<file path="src/rtl/core/fwa_pkg.sv">
package fwa_pkg;

  // Field widths that the interface fixes.
  localparam int UNIT_BITS = 5;

  // The divisor is the history count plus one, at most 16.
  localparam int DIV_BITS = 5;

  // The divider retires one radix-16 quotient digit per cycle.
  localparam int DIGIT_BITS = 4;

  // A sum of up to 16 coordinates needs four bits above the coordinate width.
  localparam int GROWTH_BITS = 4;

  localparam int NUM_UNITS_DEF     = 32;
  localparam int HISTORY_DEPTH_DEF = 5;
  localparam int COORD_BITS_DEF    = 24;

  typedef struct packed {
    logic                load;
    logic                rd_en;
    logic                div_start;
    logic                wr_en;
    logic [DIV_BITS-1:0] divisor;
  } lane_ctrl_t;

endpackage

</file>
<file path="src/rtl/core/fwa_div.sv">
module fwa_div #(
  parameter int SUM_BITS = fwa_pkg::COORD_BITS_DEF + fwa_pkg::GROWTH_BITS
) (
  input  logic                              clk_i,
  input  logic                              rst_ni,
  input  logic                              start_i,
  input  logic [SUM_BITS-1:0]               dividend_i,
  input  logic [fwa_pkg::DIV_BITS-1:0]      divisor_i,
  output logic [((SUM_BITS + fwa_pkg::DIGIT_BITS - 1) / fwa_pkg::DIGIT_BITS)
                * fwa_pkg::DIGIT_BITS - 1:0] quot_o,
  output logic                              done_o
);

  localparam int DB  = fwa_pkg::DIGIT_BITS;
  localparam int ND  = (SUM_BITS + DB - 1) / DB;
  localparam int DW  = ND * DB;
  localparam int STW = $clog2(ND + 1);

  logic [DW-1:0]                 dvd_q;
  logic [DB-1:0]                 rem_q, rem_d;
  logic [fwa_pkg::DIV_BITS-1:0]  n_q;
  logic [STW-1:0]                step_q;
  logic [2*DB-1:0]               cur;
  logic [DB-1:0]                 digit;

  // The partial remainder stays below the divisor, so the next digit is the
  // largest multiple that fits under the remainder with one digit shifted in.
  always_comb begin
    cur   = {rem_q, dvd_q[DW-1 -: DB]};
    digit = '0;
    for (int m = 1; m < (1 << DB); m++) begin
      if (cur >= (2*DB)'(n_q * m)) begin
        digit = DB'(m);
      end
    end
    rem_d = DB'(cur - (2*DB)'(n_q) * (2*DB)'(digit));
  end

  always_ff @(posedge clk_i or negedge rst_ni) begin
    if (!rst_ni) begin
      step_q <= '0;
    end else if (start_i) begin
      step_q <= STW'(ND);
    end else if (step_q != '0) begin
      step_q <= step_q - 1'b1;
    end
  end

  always_ff @(posedge clk_i) begin
    if (start_i) begin
      dvd_q <= DW'(dividend_i);
      rem_q <= '0;
      n_q   <= divisor_i;
    end else if (step_q != '0) begin
      dvd_q <= {dvd_q[DW-DB-1:0], digit};
      rem_q <= rem_d;
    end
  end

  assign quot_o = dvd_q;
  assign done_o = (step_q == '0);

endmodule

</file>
<file path="src/rtl/core/fwa_lane.sv">
module fwa_lane #(
  parameter int NUM_UNITS     = fwa_pkg::NUM_UNITS_DEF,
  parameter int HISTORY_DEPTH = fwa_pkg::HISTORY_DEPTH_DEF,
  parameter int COORD_BITS    = fwa_pkg::COORD_BITS_DEF
) (
  input  logic                     clk_i,
  input  logic                     rst_ni,
  input  fwa_pkg::lane_ctrl_t      ctrl_i,
  input  logic [(NUM_UNITS * HISTORY_DEPTH > 1 ?
                 $clog2(NUM_UNITS * HISTORY_DEPTH) : 1) - 1:0] rd_addr_i,
  input  logic [(NUM_UNITS * HISTORY_DEPTH > 1 ?
                 $clog2(NUM_UNITS * HISTORY_DEPTH) : 1) - 1:0] wr_addr_i,
  input  logic signed [COORD_BITS-1:0] target_i,
  output logic signed [COORD_BITS-1:0] result_o,
  output logic                     done_o
);

  localparam int ENTRIES   = NUM_UNITS * HISTORY_DEPTH;
  localparam int SUM_BITS  = COORD_BITS + fwa_pkg::GROWTH_BITS;
  localparam int QUOT_BITS = ((SUM_BITS + fwa_pkg::DIGIT_BITS - 1) / fwa_pkg::DIGIT_BITS)
                             * fwa_pkg::DIGIT_BITS;

  logic [COORD_BITS-1:0]        mem_q [ENTRIES];
  logic signed [COORD_BITS-1:0] rd_data_q;
  logic                         rd_vld_q;
  logic signed [SUM_BITS-1:0]   acc_q;
  logic                         neg_q;
  logic [SUM_BITS-1:0]          mag;
  logic [SUM_BITS-1:0]          dividend;
  logic [QUOT_BITS-1:0]         quot;
  logic [COORD_BITS-1:0]        q;

  always_ff @(posedge clk_i) begin
    if (ctrl_i.wr_en) begin
      mem_q[wr_addr_i] <= result_o;
    end
    if (ctrl_i.rd_en) begin
      rd_data_q <= mem_q[rd_addr_i];
    end
  end

  always_ff @(posedge clk_i or negedge rst_ni) begin
    if (!rst_ni) begin
      rd_vld_q <= 1'b0;
    end else begin
      rd_vld_q <= ctrl_i.rd_en;
    end
  end

  // The sum starts from the target and takes one history entry per cycle.
  always_ff @(posedge clk_i) begin
    if (ctrl_i.load) begin
      acc_q <= SUM_BITS'(target_i);
    end else if (rd_vld_q) begin
      acc_q <= acc_q + SUM_BITS'(rd_data_q);
    end
    if (ctrl_i.div_start) begin
      neg_q <= acc_q[SUM_BITS-1];
    end
  end

  // Rounding to nearest with ties away from zero works on the magnitude.
  assign mag      = acc_q[SUM_BITS-1] ? (~acc_q + 1'b1) : acc_q;
  assign dividend = mag + SUM_BITS'(ctrl_i.divisor >> 1);

  fwa_div #(
    .SUM_BITS (SUM_BITS)
  ) u_div (
    .clk_i      (clk_i),
    .rst_ni     (rst_ni),
    .start_i    (ctrl_i.div_start),
    .dividend_i (dividend),
    .divisor_i  (ctrl_i.divisor),
    .quot_o     (quot),
    .done_o     (done_o)
  );

  assign q        = quot[COORD_BITS-1:0];
  assign result_o = neg_q ? (~q + 1'b1) : q;

endmodule

</file>
<file path="config.mk">
export PLATFORM = sky130hd
export DESIGN_NAME = fwa_lane
export DESIGN_NICKNAME = d
export VERILOG_FILES = /design/src/rtl/core/fwa_pkg.sv /design/src/rtl/core/fwa_div.sv /design/src/rtl/core/fwa_lane.sv
export SDC_FILE = /design/constraint.sdc
export NUM_CORES = 2
export LEC_CHECK = 0
export BUFFER_PORTS_ARGS = -buffer_cell sky130_fd_sc_hd__buf_2
export CAP_MARGIN = 20
export CORE_ASPECT_RATIO = 0.6
export CORE_MARGIN = 2
export CORE_UTILIZATION = 40
export CTS_CLUSTER_DIAMETER = 60
export DETAILED_ROUTE_END_ITERATION = 6
export GPL_ROUTABILITY_DRIVEN = 0
export GPL_TIMING_DRIVEN = 0
export PLACE_DENSITY = 0.52
export SLEW_MARGIN = 20
export SYNTH_ARGS = -nofsm -noshare
export SYNTH_HDL_FRONTEND = slang
export SYNTH_SLANG_ARGS = --single-unit
</file>
<file path="constraint.sdc">
create_clock -name clk_i -period 13.4 [get_ports clk_i]
set_input_delay 2.68 -clock clk_i [delete_from_list [all_inputs] [get_ports clk_i]]
set_output_delay 2.68 -clock clk_i [all_outputs]
set_load 0.01 [all_outputs]
</file>
==> flow_summary.html <==
<table>
<tr><th>Metric</th><th>Value</th></tr>
<tr><th colspan="2">Outcome</th></tr>
<tr><td>Run status</td><td>finished clean</td></tr>
<tr><th colspan="2">Clock tree</th></tr>
<tr><td>CTS tree</td><td>done</td></tr>
<tr><td>H-tree levels</td><td>5</td></tr>
<tr><td>CTS clock-pin slew for the worst setup and hold paths</td><td>0.06 ns</td></tr>
<tr><td>Clock root buffer master</td><td>sky130_fd_sc_hd__clkbuf_16</td></tr>
<tr><td>Clock Sinks</td><td>3934</td></tr>
<tr><td>Hold bufs inserted after CTS</td><td>0</td></tr>
<tr><td>CTS Buffer Depth</td><td>4</td></tr>
<tr><td>Number of cells upsized or downsized after cts</td><td>0</td></tr>
<tr><td>Number of clock buffers inserted by TritonCTS</td><td>377</td></tr>
<tr><td>Buffers inserted by post-CTS timing repair</td><td>0</td></tr>
<tr><td>Clock insertion delay at the later pin of the skew report</td><td>0.96 ns</td></tr>
<tr><th colspan="2">Synthesis</th></tr>
<tr><td>Portion of synthesized cell area occupied by the leading cell type</td><td>0.7536</td></tr>
<tr><td>Ys Warns</td><td>0</td></tr>
<tr><td>Most instantiated flip-flop cell in the synthesis netlist</td><td>sky130_fd_sc_hd__edfxtp_1</td></tr>
<tr><td>Total standard cell area after synthesis</td><td>156400 um2</td></tr>
<tr><td>Async set-or-reset flop fraction in the synthesized netlist</td><td>0.001017</td></tr>
<tr><td>Average footprint of a synthesized cell</td><td>22.97 um2</td></tr>
<tr><td>Distinct cell type count after synthesis</td><td>75</td></tr>
<tr><td>Sequential fraction of the synthesis area</td><td>0.7548</td></tr>
<tr><td>Cell taking the most area after synthesis</td><td>sky130_fd_sc_hd__edfxtp_1</td></tr>
<tr><td>Post-synthesis net count</td><td>7039</td></tr>
<tr><td>Post-Synthesis Cells</td><td>6809</td></tr>
<tr><td>Synthesized flop and latch total</td><td>3934</td></tr>
<tr><td>Cell types with the largest area share after synthesis</td><td>sky130_fd_sc_hd__edfxtp_1, sky130_fd_sc_hd__mux4_2, sky130_fd_sc_hd__ha_1</td></tr>
<tr><td>Number of enable-type register cells in the synthesized netlist</td><td>3926</td></tr>
<tr><th colspan="2">Drt</th></tr>
<tr><td>Number of remaining DRC errors</td><td>0</td></tr>
<tr><td>Antenna violation net count after detailed routing</td><td>0</td></tr>
<tr><td>Via count</td><td>78.44k</td></tr>
<tr><td>Initial DRC count</td><td>11.00k</td></tr>
<tr><td>Detailed-route vias per instance</td><td>5.943</td></tr>
<tr><td>Total Wirelength</td><td>468.6 mm</td></tr>
<tr><td>Average wire per standard cell</td><td>35.50 um</td></tr>
<tr><td>Detailed-router iteration count before antenna repair</td><td>6</td></tr>
<tr><th colspan="2">Power</th></tr>
<tr><td>Power, Total</td><td>34.83 mW</td></tr>
<tr><td>Worst VDD drop</td><td>0.0001452 V</td></tr>
<tr><td>P per Cell Area</td><td>188.5 nW/um2</td></tr>
<tr><td>Leakage power total</td><td>57.73 nW</td></tr>
<tr><th colspan="2">Place</th></tr>
<tr><td>Placed wire-length estimate</td><td>341.3 mm</td></tr>
<tr><td>Port bufs</td><td>62</td></tr>
<tr><td>DP Worst Slack</td><td>3.951 ns</td></tr>
<tr><th colspan="2">Die</th></tr>
<tr><td>Row cnt</td><td>177</td></tr>
<tr><td>Core Area</td><td>388400 um2</td></tr>
<tr><td>Initial core utilization</td><td>0.4027</td></tr>
<tr><td>Die span in x</td><td>811.4 um</td></tr>
<tr><td>DIE AREA</td><td>396300 um2</td></tr>
<tr><td>Ports placed on the boundary</td><td>76</td></tr>
<tr><td>Vertical die dimension</td><td>488.4 um</td></tr>
<tr><th colspan="2">STA</th></tr>
<tr><td>Max-slew violations</td><td>0</td></tr>
<tr><td>Setup repair after global routing missed its margin</td><td>no</td></tr>
<tr><td>Worst-margin pin slew</td><td>1.222 ns</td></tr>
<tr><td>Final hold viol count</td><td>0</td></tr>
<tr><td>Slew margin rel.</td><td>0.1855</td></tr>
<tr><td>Fmax</td><td>124.0 MHz</td></tr>
<tr><td>Setup slack after layout</td><td>5.336 ns</td></tr>
<tr><td>Portion of the clock cycle consumed by the worst path in the final layout</td><td>0.6018</td></tr>
<tr><td>Fin crit period</td><td>8.064 ns</td></tr>
<tr><td>Summed negative setup slack over all endpoints</td><td>0 ns</td></tr>
<tr><td>Number of endpoints failing setup at the final stage</td><td>0</td></tr>
<tr><td>Layout Skew</td><td>0.04256 ns</td></tr>
<tr><th colspan="2">Global routing</th></tr>
<tr><td>First-pass GRT wire length</td><td>639.0 mm</td></tr>
<tr><td>Pin count of the biggest net entering global routing</td><td>35</td></tr>
<tr><td>Initial antenna violation count</td><td>81</td></tr>
<tr><td>Total routing usage reported by global routing</td><td>0.2346</td></tr>
<tr><td>Number of global-route vias before repair</td><td>75.85k</td></tr>
<tr><td>Sum of overflow across all layers after global routing</td><td>0</td></tr>
<tr><th colspan="2">Worst setup path</th></tr>
<tr><td>Category of the most critical setup path</td><td>input port to flip-flop</td></tr>
<tr><td>Reg2reg end</td><td>u_div.rem_q[3]</td></tr>
<tr><td>Startpoint kind of the worst setup timing path</td><td>input port</td></tr>
<tr><td>Slowest cell on the critical path</td><td>sky130_fd_sc_hd__clkbuf_1</td></tr>
<tr><td>Worst-path fanout max</td><td>10</td></tr>
<tr><td>Register-to-register path setup slack</td><td>5.90 ns</td></tr>
<tr><td>Data arrival time at the worst-slack endpoint</td><td>8.66 ns</td></tr>
<tr><td>Worst Path Buf+Inv</td><td>6</td></tr>
<tr><td>Worst Path Required</td><td>14.00 ns</td></tr>
<tr><td>Worst Reg2Reg Path Length in Cells</td><td>28</td></tr>
<tr><td>Ordered cell list for the critical path</td><td>clkbuf_2 &gt; clkbuf_1 &gt; clkbuf_2 &gt; clkbuf_2 &gt; clkbuf_1 &gt; clkbuf_1 &gt; mux4_2 &gt; mux4_2 &gt; mux2i_1 &gt; a21oi_1</td></tr>
<tr><td>Cell type group with the largest total delay on the critical path</td><td>buffers and inverters</td></tr>
<tr><td>Start point of the critical path</td><td>rd_addr_i[1]</td></tr>
<tr><td>Launch point of the worst reg-to-reg path</td><td>u_div.n_q[4]</td></tr>
<tr><td>Slowest stage delay, CP</td><td>0.88 ns</td></tr>
<tr><td>Worst Setup End Kind</td><td>flip-flop</td></tr>
<tr><th colspan="2">Layout</th></tr>
<tr><td>Number of nets in the finished design</td><td>7907</td></tr>
<tr><td>Share of layout cells above drive strength 1</td><td>0.3241</td></tr>
<tr><td>Area overhead of the layout relative to synthesis</td><td>18.14%</td></tr>
<tr><th colspan="2">Flow run</th></tr>
<tr><td>Max cap viols</td><td>0</td></tr>
<tr><th colspan="2">Min path</th></tr>
<tr><td>Type of the most critical hold path</td><td>flip-flop to flip-flop</td></tr>
<tr><td>Worst hold path cell count</td><td>1</td></tr>
<tr><td>Sink of the worst hold path</td><td>u_div.step_q[2]</td></tr>
<tr><td>HP Start</td><td>u_div.step_q[2]</td></tr>
</table>
## metrics by stage
stage               hold slack, ns  utilization  std cells  cell area (um2)
finish                      0.4781       0.4758      13200           184800
global route                0.5053       0.4756      13180           184800
CTS                         0.4807       0.4751      13160           184600
detailed placement          0.4685       0.4447      12480           172700
global placement            0.4617       0.4202      12060           163200
floorplan                   0.4432            -       6809           156400
## worst max path at each step
stage / endpoint / slack, ns / cells after the start
floorplan: result_o[23] / 2.69 / 6
global placement: result_o[11] / -8.24 / 4
detailed placement: rd_data_q[2] / 3.95 / 10
CTS: rd_data_q[2] / 4.96 / 10
global route: rd_data_q[0] / 5.19 / 10
finish: rd_data_q[2] / 5.34 / 10
## state kept, by name, indices dropped and copies added, names as in the netlist
register	cells
rd_data_q	24
rd_vld_q	1
acc_q	28
mem_q	3840
u_div.step_q	3
neg_q	1
u_div.quot_o	28
u_div.n_q	5
u_div.rem_q	4
## cell usage after synthesis, types with 4 or more instances
cell and count:
sky130_fd_sc_hd__or3_1 6, sky130_fd_sc_hd__xnor2_1 76, sky130_fd_sc_hd__nor4_1 10, sky130_fd_sc_hd__dfrtp_1 4
sky130_fd_sc_hd__clkbuf_1 229, sky130_fd_sc_hd__buf_1 104, sky130_fd_sc_hd__nand2_1 108, sky130_fd_sc_hd__mux2i_1 27
sky130_fd_sc_hd__o31ai_1 14, sky130_fd_sc_hd__xor2_1 49, sky130_fd_sc_hd__mux2_2 19, sky130_fd_sc_hd__fa_1 24
sky130_fd_sc_hd__o2111ai_1 7, sky130_fd_sc_hd__o41ai_1 11, sky130_fd_sc_hd__o22ai_1 5, sky130_fd_sc_hd__ha_1 155
sky130_fd_sc_hd__a31oi_1 8, sky130_fd_sc_hd__nor3b_1 4, sky130_fd_sc_hd__mux4_2 1248, sky130_fd_sc_hd__o21ai_0 68
sky130_fd_sc_hd__dfxtp_1 4, sky130_fd_sc_hd__buf_2 8, sky130_fd_sc_hd__o311ai_0 4, sky130_fd_sc_hd__edfxtp_1 3926
sky130_fd_sc_hd__o21a_1 13, sky130_fd_sc_hd__a2111oi_0 5, sky130_fd_sc_hd__nor2_1 218, sky130_fd_sc_hd__inv_1 76
sky130_fd_sc_hd__nand4_1 13, sky130_fd_sc_hd__a21oi_1 95, sky130_fd_sc_hd__a21o_1 32, sky130_fd_sc_hd__a41oi_1 5
sky130_fd_sc_hd__o211ai_1 6, sky130_fd_sc_hd__or4_1 11, sky130_fd_sc_hd__nand2b_1 19, sky130_fd_sc_hd__nand3_1 38
sky130_fd_sc_hd__o21bai_1 4, sky130_fd_sc_hd__nor2b_1 42, sky130_fd_sc_hd__and2_1 6, sky130_fd_sc_hd__and3_1 4
sky130_fd_sc_hd__or2_2 8, sky130_fd_sc_hd__a211oi_1 31, sky130_fd_sc_hd__nor3_1 23
## power breakdown
| part | internal [mW] | switching [mW] |
|---|---|---|
| logic | 2.69 | 5.17 |
| registers | 16.2 | 0.229 |
| clock network | 5.86 | 4.70 |
## final cells by class
cell class / instances / area, um2
clock buffer: 440 / 9734
buffer: 342 / 1409
sequential: 3934 / 118100
inverter: 77 / 289.0
multi-input combinational: 2456 / 38300
fill: 31510 / 203600
tap: 5191 / 6495
clock inverter: 237 / 2100
antenna: 33 / 82.58
timing repair buffer: 489 / 8337
## kinds of logic after synthesis
family / Yosys count / synth area share
AO/OA/AOI/OAI: 329 / 0.01364
XOR/XNOR: 126 / 0.007142
adder cells (fa/ha/maj): 181 / 0.01560
buffers and inverters: 419 / 0.01014
flip-flops: 3934 / 0.7548
multiplexers: 1295 / 0.1829
AND/OR/NAND/NOR: 525 / 0.01584
## routing by layer
layer / GRT usage / wire (um) / vias to the layer above
li1: - / - / 30950
met1: 0.3724 / 213000 / 43120
met2: 0.3108 / 188800 / 3743
met3: 0.08026 / 56220 / 584
met4: 0.04853 / 10250 / 44
met5: 0 / 284 / -
## placed cells by master, fill, tap and decap left out, drive strengths merged, types with 7 or more instances in the layout
cell type / Yosys / routed
a211oi: 31 / 31
a21o: 32 / 32
a21oi: 95 / 95
a31oi: 8 / 8
buf: 113 / 575
bufinv: 0 / 34
clkbuf: 229 / 696
clkinv: 1 / 177
clkinvlp: 0 / 13
diode: 0 / 33
edfxtp: 3926 / 3926
fa: 24 / 24
ha: 155 / 155
inv: 76 / 90
mux2: 20 / 20
mux2i: 27 / 27
mux4: 1248 / 1248
nand2: 109 / 109
nand2b: 19 / 19
nand3: 39 / 39
nand4: 13 / 13
nor2: 218 / 218
nor2b: 42 / 42
nor3: 24 / 24
nor4: 12 / 12
o2111ai: 7 / 7
o21a: 13 / 13
o21ai: 70 / 70
o31ai: 14 / 14
o41ai: 11 / 11
or2: 8 / 8
or4: 11 / 11
xnor2: 76 / 76
xor2: 49 / 49
Power figures use the tool's default switching activity.
